===== src/sv/jsct_pkg.sv =====
// ============================================================================
// jsct_pkg: shared types and constants for the joystick scale/calibrate block
// Holds the item structs seen on the ports, the internal command word that
// travels from the front end to the back end, and the channel numbering.
// ============================================================================
package jsct_pkg;

    localparam int NUM_CH = 4;

    // Channel numbering inside the command and bias arrays.
    localparam logic [1:0] CH_THR = 2'd0;
    localparam logic [1:0] CH_YAW = 2'd1;
    localparam logic [1:0] CH_PIT = 2'd2;
    localparam logic [1:0] CH_ROL = 2'd3;

    localparam int LEVEL_W = 10;
    localparam int BIAS_W  = 11;
    localparam int ACC_W   = 18;

    localparam logic [LEVEL_W-1:0] LEVEL_MAX = 10'd1000;

    // Input opcode values.
    localparam logic OP_SAMPLE = 1'b0;
    localparam logic OP_KEY    = 1'b1;

    // The four arrow keys are named after the trim they apply.
    typedef enum logic [2:0] {
        KEY_NONE      = 3'd0,
        KEY_CAL       = 3'd1,
        KEY_FIX       = 3'd2,
        KEY_PWR       = 3'd3,
        KEY_ROLL_INC  = 3'd4,
        KEY_ROLL_DEC  = 3'd5,
        KEY_PITCH_DEC = 3'd6,
        KEY_PITCH_INC = 3'd7
    } key_t;

    typedef enum logic [2:0] {
        CMD_NOP    = 3'd0,
        CMD_SAMPLE = 3'd1,
        CMD_CAL    = 3'd2,
        CMD_FIX    = 3'd3,
        CMD_PWR    = 3'd4,
        CMD_TRIM   = 3'd5
    } cmd_kind_t;

    typedef struct packed {
        logic        opcode;
        logic [11:0] throttle_raw;
        logic [11:0] yaw_raw;
        logic [11:0] pitch_raw;
        logic [11:0] roll_raw;
        logic [2:0]  key_code;
    } in_item_t;

    typedef struct packed {
        logic [9:0] throttle_out;
        logic [9:0] yaw_out;
        logic [9:0] pitch_out;
        logic [9:0] roll_out;
        logic       fixed_height;
        logic       power_down;
    } out_item_t;

    // Classified command handed from the front end to the back end.
    typedef struct packed {
        cmd_kind_t                       kind;
        logic                            trim_pitch;
        logic                            trim_neg;
        logic [NUM_CH-1:0][LEVEL_W-1:0]  level;
    } cmd_t;

endpackage


===== src/sv/jsct_fifo.sv =====
// ============================================================================
// jsct_fifo: small synchronous queue
// Register-based first-in first-out queue with full and empty flags.
// DEPTH must be a power of two so that the pointers wrap on their own.
// ============================================================================
module jsct_fifo #(
    parameter int W     = 8,
    parameter int DEPTH = 4
) (
    input  logic         clk,
    input  logic         rst_n,
    input  logic         push,
    input  logic [W-1:0] wdata,
    output logic         full,
    input  logic         pop,
    output logic [W-1:0] rdata,
    output logic         empty
);

    localparam int AW = $clog2(DEPTH);

    logic [W-1:0]  mem_reg [DEPTH];
    logic [AW-1:0] wr_ptr_reg;
    logic [AW-1:0] wr_ptr_next;
    logic [AW-1:0] rd_ptr_reg;
    logic [AW-1:0] rd_ptr_next;
    logic [AW:0]   count_reg;
    logic [AW:0]   count_next;
    logic          do_push;
    logic          do_pop;

    assign full    = (count_reg == (AW+1)'(DEPTH));
    assign empty   = (count_reg == '0);
    assign do_push = push && !full;
    assign do_pop  = pop && !empty;
    assign rdata   = mem_reg[rd_ptr_reg];

    always_comb
    begin
        wr_ptr_next = do_push ? wr_ptr_reg + 1'b1 : wr_ptr_reg;
        rd_ptr_next = do_pop ? rd_ptr_reg + 1'b1 : rd_ptr_reg;
        count_next  = count_reg;
        if (do_push && !do_pop)
        begin
            count_next = count_reg + 1'b1;
        end
        else if (do_pop && !do_push)
        begin
            count_next = count_reg - 1'b1;
        end
    end

    always_ff @(posedge clk or negedge rst_n)
    begin
        if (!rst_n)
        begin
            wr_ptr_reg <= '0;
            rd_ptr_reg <= '0;
            count_reg  <= '0;
        end
        else
        begin
            wr_ptr_reg <= wr_ptr_next;
            rd_ptr_reg <= rd_ptr_next;
            count_reg  <= count_next;
        end
    end

    always_ff @(posedge clk)
    begin
        if (do_push)
        begin
            mem_reg[wr_ptr_reg] <= wdata;
        end
    end

endmodule


===== src/sv/jsct_front.sv =====
// ============================================================================
// jsct_front: input classification and channel scaling
// Decodes each accepted item into a command and scales the four readings
// from 0..4095 to 0..1000, inverting yaw.
// ============================================================================
module jsct_front (
    input  logic                push,
    input  jsct_pkg::in_item_t  item,
    input  logic                mid_full,
    output logic                mid_push,
    output jsct_pkg::cmd_t      cmd
);

    // raw * 1000 / 4095, truncated. The quotient estimate
    // (p + p/4096) / 4096 is low by at most one; one compare fixes it.
    function automatic logic [9:0] scale_raw(input logic [11:0] raw);
        logic [21:0] prod;
        logic [22:0] est;
        logic [9:0]  q0;
        logic [21:0] rem_w;
        logic [12:0] rem;
        prod  = 22'(raw) * 22'd1000;
        est   = {1'b0, prod} + 23'(prod[21:12]);
        q0    = est[21:12];
        rem_w = prod - {q0, 12'b0} + 22'(q0);
        rem   = rem_w[12:0];
        return (rem >= 13'd4095) ? q0 + 10'd1 : q0;
    endfunction

    logic accept;

    assign accept   = push && !mid_full;
    assign mid_push = accept && (cmd.kind != jsct_pkg::CMD_NOP);

    always_comb
    begin
        cmd.kind       = jsct_pkg::CMD_NOP;
        cmd.trim_pitch = 1'b0;
        cmd.trim_neg   = 1'b0;
        cmd.level[jsct_pkg::CH_THR] = scale_raw(item.throttle_raw);
        cmd.level[jsct_pkg::CH_YAW] = jsct_pkg::LEVEL_MAX - scale_raw(item.yaw_raw);
        cmd.level[jsct_pkg::CH_PIT] = scale_raw(item.pitch_raw);
        cmd.level[jsct_pkg::CH_ROL] = scale_raw(item.roll_raw);

        if (item.opcode == jsct_pkg::OP_SAMPLE)
        begin
            cmd.kind = jsct_pkg::CMD_SAMPLE;
        end
        else
        begin
            unique case (jsct_pkg::key_t'(item.key_code))
                jsct_pkg::KEY_NONE:  cmd.kind = jsct_pkg::CMD_NOP;
                jsct_pkg::KEY_CAL:   cmd.kind = jsct_pkg::CMD_CAL;
                jsct_pkg::KEY_FIX:   cmd.kind = jsct_pkg::CMD_FIX;
                jsct_pkg::KEY_PWR:   cmd.kind = jsct_pkg::CMD_PWR;
                jsct_pkg::KEY_ROLL_INC:
                begin
                    cmd.kind = jsct_pkg::CMD_TRIM;
                end
                jsct_pkg::KEY_ROLL_DEC:
                begin
                    cmd.kind     = jsct_pkg::CMD_TRIM;
                    cmd.trim_neg = 1'b1;
                end
                jsct_pkg::KEY_PITCH_DEC:
                begin
                    cmd.kind       = jsct_pkg::CMD_TRIM;
                    cmd.trim_pitch = 1'b1;
                    cmd.trim_neg   = 1'b1;
                end
                jsct_pkg::KEY_PITCH_INC:
                begin
                    cmd.kind       = jsct_pkg::CMD_TRIM;
                    cmd.trim_pitch = 1'b1;
                end
                default:             cmd.kind = jsct_pkg::CMD_NOP;
            endcase
        end
    end

endmodule


===== src/sv/jsct_back.sv =====
// ============================================================================
// jsct_back: bias state, calibration and output correction
// Executes queued commands in order: bias trims, sticky flags, calibration
// averaging, and the bias-corrected, clamped result for each stick sample.
// ============================================================================
module jsct_back #(
    parameter int CAL_SAMPLES = 100
) (
    input  logic                 clk,
    input  logic                 rst_n,
    input  jsct_pkg::cmd_t       cmd,
    input  logic                 mid_empty,
    output logic                 mid_pop,
    input  logic                 out_full,
    output logic                 out_push,
    output jsct_pkg::out_item_t  out_data
);

    localparam int BW      = jsct_pkg::BIAS_W;
    localparam int AW      = jsct_pkg::ACC_W;
    localparam int MAG_W   = AW - 1;
    localparam int DIV_LOG = $clog2(CAL_SAMPLES);
    localparam int DIV_SH  = MAG_W + DIV_LOG;
    localparam int MULT_W  = MAG_W + 1;
    localparam int PROD_W  = MAG_W + MULT_W;
    // Rounded-up reciprocal; exact for every magnitude below 2**MAG_W.
    localparam logic [MULT_W-1:0] DIV_MULT =
        MULT_W'(((64'd1 << DIV_SH) + 64'(CAL_SAMPLES) - 64'd1) / 64'(CAL_SAMPLES));
    localparam logic [7:0] CAL_N = 8'(CAL_SAMPLES);

    localparam logic signed [BW-1:0] BIAS_LIM  = 11'sd1000;
    localparam logic signed [BW:0]   TRIM_STEP = 12'sd10;
    localparam logic signed [BW-1:0] CENTER    = 11'sd500;

    logic signed [BW-1:0] bias_reg [jsct_pkg::NUM_CH];
    logic signed [BW-1:0] bias_next [jsct_pkg::NUM_CH];
    logic signed [AW-1:0] acc_reg [jsct_pkg::NUM_CH];
    logic signed [AW-1:0] acc_next [jsct_pkg::NUM_CH];
    logic [6:0]           count_reg;
    logic [6:0]           count_next;
    logic                 cal_reg;
    logic                 cal_next;
    logic                 fin_reg;
    logic                 fin_next;
    logic                 fh_reg;
    logic                 fh_next;
    logic                 pd_reg;
    logic                 pd_next;

    logic signed [BW-1:0] quot [jsct_pkg::NUM_CH];
    logic [9:0]           corr [jsct_pkg::NUM_CH];
    logic [1:0]           trim_ch;
    logic signed [BW:0]   trim_sum;
    logic [7:0]           cnt_inc;

    // Average = accumulator / CAL_SAMPLES, truncated toward zero.
    always_comb
    begin
        logic [MAG_W-1:0]  mag;
        logic [PROD_W-1:0] prod;
        logic [BW-1:0]     qmag;
        for (int ch = 0; ch < jsct_pkg::NUM_CH; ch++)
        begin
            mag      = acc_reg[ch][AW-1] ? MAG_W'(-acc_reg[ch]) : MAG_W'(acc_reg[ch]);
            prod     = PROD_W'(mag) * PROD_W'(DIV_MULT);
            qmag     = prod[DIV_SH +: BW];
            quot[ch] = acc_reg[ch][AW-1] ? -$signed(qmag) : $signed(qmag);
        end
    end

    // Bias-corrected level, clamped to 0..1000.
    always_comb
    begin
        logic signed [BW:0] diff;
        for (int ch = 0; ch < jsct_pkg::NUM_CH; ch++)
        begin
            diff = $signed({2'b00, cmd.level[ch]}) - $signed({bias_reg[ch][BW-1], bias_reg[ch]});
            if (diff < 0)
            begin
                corr[ch] = '0;
            end
            else if (diff > $signed({2'b00, jsct_pkg::LEVEL_MAX}))
            begin
                corr[ch] = jsct_pkg::LEVEL_MAX;
            end
            else
            begin
                corr[ch] = diff[9:0];
            end
        end
    end

    assign trim_ch  = cmd.trim_pitch ? jsct_pkg::CH_PIT : jsct_pkg::CH_ROL;
    assign trim_sum = cmd.trim_neg
                    ? $signed({bias_reg[trim_ch][BW-1], bias_reg[trim_ch]}) - TRIM_STEP
                    : $signed({bias_reg[trim_ch][BW-1], bias_reg[trim_ch]}) + TRIM_STEP;
    assign cnt_inc  = {1'b0, count_reg} + 8'd1;

    assign mid_pop = !mid_empty && !fin_reg && !out_full;

    assign out_data.throttle_out = corr[jsct_pkg::CH_THR];
    assign out_data.yaw_out      = corr[jsct_pkg::CH_YAW];
    assign out_data.pitch_out    = corr[jsct_pkg::CH_PIT];
    assign out_data.roll_out     = corr[jsct_pkg::CH_ROL];
    assign out_data.fixed_height = fh_reg;
    assign out_data.power_down   = pd_reg;

    always_comb
    begin
        bias_next  = bias_reg;
        acc_next   = acc_reg;
        count_next = count_reg;
        cal_next   = cal_reg;
        fin_next   = fin_reg;
        fh_next    = fh_reg;
        pd_next    = pd_reg;
        out_push   = 1'b0;

        if (fin_reg)
        begin
            // In the cycle after the last calibration sample: load the averages.
            for (int ch = 0; ch < jsct_pkg::NUM_CH; ch++)
            begin
                bias_next[ch] = quot[ch];
            end
            fin_next = 1'b0;
        end
        else if (mid_pop)
        begin
            unique case (cmd.kind)
                jsct_pkg::CMD_CAL:
                begin
                    for (int ch = 0; ch < jsct_pkg::NUM_CH; ch++)
                    begin
                        bias_next[ch] = '0;
                        acc_next[ch]  = '0;
                    end
                    count_next = '0;
                    cal_next   = 1'b1;
                end
                jsct_pkg::CMD_FIX: fh_next = 1'b1;
                jsct_pkg::CMD_PWR: pd_next = 1'b1;
                jsct_pkg::CMD_TRIM:
                begin
                    if (trim_sum > $signed({BIAS_LIM[BW-1], BIAS_LIM}))
                    begin
                        bias_next[trim_ch] = BIAS_LIM;
                    end
                    else if (trim_sum < -$signed({BIAS_LIM[BW-1], BIAS_LIM}))
                    begin
                        bias_next[trim_ch] = -BIAS_LIM;
                    end
                    else
                    begin
                        bias_next[trim_ch] = trim_sum[BW-1:0];
                    end
                end
                jsct_pkg::CMD_SAMPLE:
                begin
                    if (cal_reg)
                    begin
                        for (int ch = 0; ch < jsct_pkg::NUM_CH; ch++)
                        begin
                            if (ch == int'(jsct_pkg::CH_THR))
                            begin
                                acc_next[ch] = acc_reg[ch]
                                             + AW'($signed({1'b0, cmd.level[ch]}));
                            end
                            else
                            begin
                                acc_next[ch] = acc_reg[ch]
                                             + AW'($signed({1'b0, cmd.level[ch]}) - CENTER);
                            end
                        end
                        if (cnt_inc >= CAL_N)
                        begin
                            count_next = '0;
                            cal_next   = 1'b0;
                            fin_next   = 1'b1;
                        end
                        else
                        begin
                            count_next = cnt_inc[6:0];
                        end
                    end
                    else
                    begin
                        out_push = 1'b1;
                    end
                end
                default:
                begin
                end
            endcase
        end
    end

    always_ff @(posedge clk or negedge rst_n)
    begin
        if (!rst_n)
        begin
            for (int ch = 0; ch < jsct_pkg::NUM_CH; ch++)
            begin
                bias_reg[ch] <= '0;
                acc_reg[ch]  <= '0;
            end
            count_reg <= '0;
            cal_reg   <= 1'b0;
            fin_reg   <= 1'b0;
            fh_reg    <= 1'b0;
            pd_reg    <= 1'b0;
        end
        else
        begin
            bias_reg  <= bias_next;
            acc_reg   <= acc_next;
            count_reg <= count_next;
            cal_reg   <= cal_next;
            fin_reg   <= fin_next;
            fh_reg    <= fh_next;
            pd_reg    <= pd_next;
        end
    end

`ifndef SYNTHESIS
    a_fin_holds_queue: assert property (@(posedge clk) disable iff (!rst_n)
        fin_reg |-> !mid_pop)
        else $error("command taken during bias load");

    a_fin_ends_cal: assert property (@(posedge clk) disable iff (!rst_n)
        fin_reg |-> (!cal_reg && count_reg == '0))
        else $error("calibration still active during bias load");

    a_no_result_in_cal: assert property (@(posedge clk) disable iff (!rst_n)
        out_push |-> (!cal_reg && !fin_reg))
        else $error("result produced during calibration");

    a_roll_bias_range: assert property (@(posedge clk) disable iff (!rst_n)
        (bias_reg[jsct_pkg::CH_ROL] <= BIAS_LIM) && (bias_reg[jsct_pkg::CH_ROL] >= -BIAS_LIM))
        else $error("roll bias outside trim range");

    a_count_below_n: assert property (@(posedge clk) disable iff (!rst_n)
        ({1'b0, count_reg} < CAL_N))
        else $error("calibration count overran");
`endif

endmodule


===== src/sv/joystick_scale_calibrate_trim_top.sv =====
// ============================================================================
// joystick_scale_calibrate_trim_top: joystick scaling and offset calibration
// Scales four stick channels to 0..1000, removes per-channel biases, runs
// key-triggered calibration and trims, and keeps two sticky mode flags.
// ============================================================================
// The block takes one item per clock while the command queue is not full:
// either a stick sample with four 12-bit readings or a key event. The front
// end scales every channel to 0..1000 (yaw inverted) and classifies the
// item, writing it into a QUEUE_DEPTH-entry command queue; the back end
// drains that queue one command per cycle unless the result queue is full,
// applying trims, flags and calibration, and writes each result into a
// QUEUE_DEPTH-entry result queue, from which it can be taken. With pop held
// high the block sustains one item per cycle. The exception is the end of a
// calibration: after the CAL_SAMPLES-th calibration sample the back end holds
// the command queue while it divides the four sums by CAL_SAMPLES (a
// reciprocal multiply per channel), and while it does so the command queue
// absorbs incoming items. Key events and samples taken during calibration
// produce no result.
// ============================================================================
module joystick_scale_calibrate_trim_top #(
    parameter int CAL_SAMPLES = 100,
    parameter int QUEUE_DEPTH = 4
) (
    input  logic                 clk,
    input  logic                 rst_n,
    input  logic                 push,
    input  jsct_pkg::in_item_t   item,
    output logic                 full,
    input  logic                 pop,
    output jsct_pkg::out_item_t  result,
    output logic                 empty
);

    // Command path between the two halves.
    jsct_pkg::cmd_t      front_cmd;
    jsct_pkg::cmd_t      back_cmd;
    logic                mid_push;
    logic                mid_full;
    logic                mid_pop;
    logic                mid_empty;

    // Result path into the output queue.
    jsct_pkg::out_item_t back_result;
    logic                out_push;
    logic                out_full;

    // The input side is stalled only by a full command queue.
    assign full = mid_full;

    jsct_front u_front (
        .push     (push),
        .item     (item),
        .mid_full (mid_full),
        .mid_push (mid_push),
        .cmd      (front_cmd)
    );

    jsct_fifo #(
        .W     ($bits(jsct_pkg::cmd_t)),
        .DEPTH (QUEUE_DEPTH)
    ) u_cmd_queue (
        .clk   (clk),
        .rst_n (rst_n),
        .push  (mid_push),
        .wdata (front_cmd),
        .full  (mid_full),
        .pop   (mid_pop),
        .rdata (back_cmd),
        .empty (mid_empty)
    );

    jsct_back #(
        .CAL_SAMPLES (CAL_SAMPLES)
    ) u_back (
        .clk       (clk),
        .rst_n     (rst_n),
        .cmd       (back_cmd),
        .mid_empty (mid_empty),
        .mid_pop   (mid_pop),
        .out_full  (out_full),
        .out_push  (out_push),
        .out_data  (back_result)
    );

    // The result queue decouples the consumer from the back end, so a stalled
    // consumer does not stop the back end until this queue fills.
    jsct_fifo #(
        .W     ($bits(jsct_pkg::out_item_t)),
        .DEPTH (QUEUE_DEPTH)
    ) u_result_queue (
        .clk   (clk),
        .rst_n (rst_n),
        .push  (out_push),
        .wdata (back_result),
        .full  (out_full),
        .pop   (pop),
        .rdata (result),
        .empty (empty)
    );

endmodule


===== config.mk =====
export PLATFORM = sky130hd
export DESIGN_NAME = joystick_scale_calibrate_trim_top
export DESIGN_NICKNAME = d
export VERILOG_FILES = /design/src/sv/jsct_pkg.sv /design/src/sv/jsct_fifo.sv /design/src/sv/jsct_front.sv /design/src/sv/jsct_back.sv /design/src/sv/joystick_scale_calibrate_trim_top.sv
export SDC_FILE = /design/constraint.sdc
export NUM_CORES = 2
export LEC_CHECK = 0
export BUFFER_PORTS_ARGS = -buffer_cell sky130_fd_sc_hd__buf_2
export CAP_MARGIN = 20
export CORE_MARGIN = 5
export CORE_UTILIZATION = 40
export CTS_BUF_LIST = sky130_fd_sc_hd__clkbuf_8
export CTS_CLUSTER_DIAMETER = 120
export DETAILED_ROUTE_END_ITERATION = 7
export GPL_ROUTABILITY_DRIVEN = 0
export PLACE_DENSITY = 0.59
export SYNTH_ARGS = -nofsm -noshare
export SYNTH_HDL_FRONTEND = slang
export SYNTH_SLANG_ARGS = --single-unit

===== constraint.sdc =====
create_clock -name clk -period 9.3 [get_ports clk]
set_input_delay 0.93 -clock clk [delete_from_list [all_inputs] [get_ports clk]]
set_output_delay 0.93 -clock clk [all_outputs]
set_load 0.01 [all_outputs]

# --- After elaboration in Yosys (flattened, before gate mapping) ---
# Memory sizes are Yosys's and may differ from the RTL's.
# Index checks and enable logic that the tools add are counted.
word_totals:
  input_bits: 56
  n_memories: 2
  mem_bits_rw: 348
  reg_bits: 141
  word_cells: 218
  output_inout_bits: 44
mem_list:
  columns: ["memory", "depth", "word_bits", "rd", "rd_ports_with_merged_regs", "write_ports", "line_no", "rtl"]
  rows:
  - ["u_cmd_queue.mem_reg", 4, 45, 1, 0, 1, "jsct_fifo.sv:22", "logic [W-1:0] mem_reg [DEPTH];"]
  - ["u_result_queue.mem_reg", 4, 42, 1, 0, 1, "jsct_fifo.sv:22", null]
classes:
  addsub: 47
  multipliers: 8
  mux: 63
  eq_ne: 15
  n_bitwise: 8
  n_reduce_logical: 39
  order_cmp: 17
ops:
  columns: ["operator", "n"]
  rows:
  - ["44-bit two-way mux", 4]
  - ["72-bit case mux with 2 select lines", 1]
  - ["17-bit by 18-bit multiplier with 35-bit output, second input constant", 4]
  - ["10-bit two-way mux", 12]
  - ["22-bit by 10-bit adder with 22-bit output", 4]
  - ["44-bit case mux with 2 select lines", 1]
  - ["11-bit two-way mux", 7]
  - ["12-bit by 7-bit multiplier with 19-bit output, second input constant", 4]
  - ["18-bit by 11-bit adder with 18-bit output", 4]
  - ["72-bit two-way mux", 1]
  - ["17-bit two-way mux", 4]
  - ["17-bit negation", 4]
  - ["12-bit by 11-bit > comparator with 1-bit output, second input constant", 5]
  - ["13-bit by 10-bit adder with 13-bit output", 4]
  - ["13-bit by 12-bit greater-or-equal comparator with 1-bit output, second input constant", 4]
  - ["13-bit subtractor", 4]
  - ["12-bit by 1-bit less-than comparator with 1-bit output, second input constant", 4]
  - ["11-bit by 11-bit subtractor with 12-bit output", 4]
  - ["44-bit bitwise mux", 1]
  - ["11-bit negation", 4]
  - ["10-bit by 1-bit adder with 10-bit output, second input constant", 4]
  - ["10-bit by 9-bit subtractor with 11-bit output, second input constant", 3]
  - ["32-bit bitwise AND", 1]
  - ["32-bit NOT", 1]
  - ["41 further kinds", 108]

# --- Logic depth before layout (Yosys ltp) ---
# An unclocked memory read counts as a cell.
depth:
  depth_word: 14
  ltp_mapped: 47

# --- By module ---
# From an unflattened synthesis, not the netlist that was laid out.
hier_totals:
  hier_cells: 6206
  hier_area_um2: 62182.1
by_module_without_submodules:
  columns: ["mod", "area_per_inst_um2", "cells_per_inst", "seq_area_each_um2", "n_inst"]
  rows:
  - ["jsct_back", 34957.3, 4017, 3178.0, 1]
  - ["jsct_front", 13738.2, 1662, 0.0, 1]
  - ["jsct_fifo (u_cmd_queue)", 6939.2, 271, 5580.4, 1]
  - ["jsct_fifo (u_result_queue)", 6547.5, 256, 5220.0, 1]

# --- Worst setup path before layout ---
# No wires, ideal clock.
synth_path:
  kind: "in2reg"
  from: "input item[32] in the netlist's numbering"
  to: "memory u_cmd_queue.mem_reg[0][16] in the netlist's numbering, data pin"
  setup_ps: 290
  slack_ps: -1394
  required_time_ps: 9010
  arrival_time_ps: 10404
  path_buffers: 1
  cell_stages: 46
  path_cell_list: "inv_1 > fa_1 > fa_1 > inv_1 > fa_1 > inv_1 > fa_1 > inv_1 > ha_1 > or4_1 > o2bb2ai_2 > o21ai_0 > a21o_1 > a21oi_1 > xnor2_1 > ha_1 > nand2_1 > or4_1 > [... 10 more ...] > o21bai_1 > a21o_1 > or2_2 > a41oi_1 > a2111oi_0 > nand2_1 > nor2_1 > nand3_1 > nor4b_4 > a31oi_4 > xnor2_1 > ha_1 > nand3_1 > mux2_2 > a32oi_1 > a21oi_1 > a31oi_1 > xnor2_1"
synth_rtl:
  columns: ["element", "line_no", "rtl"]
  rows:
  - ["from (decl)", "joystick_scale_calibrate_trim_top.sv:27", "input jsct_pkg::in_item_t item,"]
  - ["to (decl)", "jsct_fifo.sv:22", null]

==> qor.csv <==
metric;value;unit
slowest stage cell on the critical path;fa_1;
Fin. Hold Viols;0;
GRT Residual Overflow;0;
Synth Instances;5643;
Reg2Reg Depth;34;
# fillers;13645;
WP data required;9.68;ns
die height;396;µm
Max Clk Rate;103;MHz
Die Wd;396;µm
Avg WL per Cell;16.3;µm
Port Buffers;99;
cell area after synthesis;0.0596;mm²
starting density of the core;40.3;%
Clk Latency, worst-skew pair;0.69;ns
Hold Path Class;input pin to async pin;
max_cap viols;0;
CTS tree;done;
Syn Nets;7283;
row count;141;
Synth Area in XOR/XNOR;6.38;%
final wirelength;137000;µm
drt pass-1 iters;5;
hold-fix buffers at CTS;0;
largest net degree at the start of global routing;74;
most frequent cells in the layout;inv_1 (1,168), ha_1 (953), buf_4 (627), fa_1 (600), edfxtp_1 (348);
Post-Synth Adder-Cell Area;40.9;%
Layout Area Growth over Synthesis;18.3;%
number of antenna violations at the first check in global routing;10;
CP max stage delay;0.50;ns
Core ar.;0.148;mm²
max FFs per register;180;
crit path DAT;10.09;ns
Setup TNS;-6.75;ns
critical path type;input pin to flip-flop;
post-synthesis sequential area ratio;23.4;%
syn avg cell area;10.6;µm²
Slew HR;37.5;%
largest family of logic cells by synthesized area;adder cells;
hpwl dp;113000;µm
GRT Resource Usage Total;17.5;%
synthesis-stage register bit count;489;
post-route cell area;0.0706;mm²
status;finished with violations;
commonest non-fill, non-tap cell in the layout;inv_1;
Cell Count, Final, Fillers Out;8385;
Placed Area;0.0671;mm²
nature of the critical path endpoint;flip-flop;
I/O Pins;100;
final worst path period share;104;%
RSZ-0062 raised after global routing;yes;
Sink Count;489;
failing checks;setup timing;
vias in the first global route;43961;
Synth Area in Simple Gates;7.17;%
Pins Over Slew Limit;0;
Yosys warnings;0;
EDFF count, synth;348;
Startpoint Class;input pin;
final setup violation count;24;
share of layout cells above drive strength 1;20.0;%
cell repeated most along the worst path;fa_1;
Clock Pin Slew Worst Setup and Hold Paths;0.08;ns
CTS root buffer;clkbuf_8;
Via Count;42143;
first-pass GRT wire length;226000;µm
Clock Skew;0.0452;ns
post-synthesis mux area share;3.77;%
deepest clock path buffer count;3;
Unique masters post-synth;109;
vias per cell;5.03;
complex-gate fraction of the synthesized area;10.4;%
antenna-violating nets left;0;
CTS Buf Count;84;
min Tclk post-route;9.71;ns
overall die area;0.157;mm²
Final WS setup;-0.415;ns
asr flop ratio synth;28.8;%
placed cells;8182;
critical path peak fanout;4;
initial DRC count;1837;
DRC;0;
Layout Nets;8027;
H-Tree Level Count;3;
dominant synthesized flop cell;edfxtp_1;
actual slew at the worst max-slew pin;0.931;ns
Hold WS;0.263;ns
timing repair:
| action | CTS | global route |
|---|---|---|
| gates resized for setup | 57 | 241 |
| setup endpoints to repair | 52 | 179 |
| pin swaps | 54 | 148 |
| gates cloned | 0 | 1 |
| setup buffers | 18 | 31 |
kinds of logic (layout without fill, tap and decap cells):
kind of cell               Yosys count  after routing
AOI/OAI and AO/OA                  938            939
xor gates and xnor gates           429            429
adders and majority gates         1585           1585
buffers and inverters             1252           2055
DFF                                489            489
muxes                              114            114
other                                0              8
and+or+nand+nor                    836            836
area by class of cell:
type                            instances  area (µm²)  share of cell area, %
Clock inverter                         59         509                  0.722
Timing Repair Buffer                  737        5380                   7.62
Antenna cell                            8        20.0                 0.0284
Sequential cell                       489       14000                   19.8
Clock buffer                           87        1200                   1.70
Inverter                             1172        4410                   6.25
Multi-Input combinational cell       3903       42700                   60.4
Tap cell                             1930        2410                   3.42
critical path, delay by kind of cell:
family	cells	cell delay (ns)
XOR/XNOR	4	0.61
multiplexers	2	0.49
buffers and inverters	7	0.61
adder cells (fa/ha/maj)	9	3.49
AND/OR/NAND/NOR	8	1.23
AO/OA/AOI/OAI	14	2.71
Yosys cell counts (15+ instances only):
cell type | instances | area share [%]
a22o_1 | 67 | 0.98
xnor2_1 | 293 | 4.3
nor2_1 | 193 | 1.2
a31oi_1 | 21 | 0.22
edfxtp_1 | 348 | 18
o22ai_1 | 15 | 0.16
or3_1 | 22 | 0.23
and3_1 | 26 | 0.27
fa_1 | 607 | 20
o21a_1 | 18 | 0.23
nand4_1 | 38 | 0.40
nand3_1 | 69 | 0.58
a211oi_1 | 22 | 0.28
mux4_2 | 87 | 3.3
o21ai_0 | 175 | 1.5
nor2b_1 | 34 | 0.36
o21bai_1 | 78 | 0.98
xor2_1 | 132 | 1.9
nor3_1 | 68 | 0.57
or2_2 | 34 | 0.36
a21oi_1 | 259 | 2.2
buf_1 | 15 | 0.094
and2_1 | 25 | 0.26
clkbuf_1 | 59 | 0.37
nand2_1 | 200 | 1.3
dfrtp_1 | 141 | 5.9
o31ai_1 | 33 | 0.42
nand2b_1 | 35 | 0.37
or4_1 | 17 | 0.21
inv_1 | 1171 | 7.4
a21o_1 | 101 | 1.3
ha_1 | 977 | 20
layer usage:
metal | part of all wire (%) | up-vias | GRT usage (%)
li1 | - | 20625 | -
met1 | 47 | 20805 | 24.8
met2 | 47 | 594 | 29.3
met3 | 3.9 | 117 | 1.98
met4 | 1.5 | 2 | 3.01
met5 | 0.015 | - | 0
final timing paths:
path                       slack, ns                         end           startpoint
max in group asynchronous       7.50   u_cmd_queue.rd_ptr_reg[0]                rst_n
min in group clk                0.49         u_back.bias_reg[36]  u_back.bias_reg[36]
setup reg to reg                0.33         u_back.bias_reg[21]   u_back.acc_reg[19]
hold reg to reg                 0.49         u_back.bias_reg[36]  u_back.bias_reg[36]
setup / recovery               -0.41  u_cmd_queue.mem_reg[0][16]             item[32]
hold / removal                  0.26          u_back.acc_reg[56]                rst_n
per-stage QoR:
stage | utilization [%] | setup WS [ns]
final | 47.7 | -0.415
after floorplan | - | -0.961
after detailed placement | 45.3 | -1.34
after CTS | 46.7 | -0.266
after global placement | 45.3 | -1.20
after global routing | 47.7 | -0.754
Power is left out: the tool's default activity adds up to more than one toggle a clock period on the data nets, which glitch-free logic cannot reach.
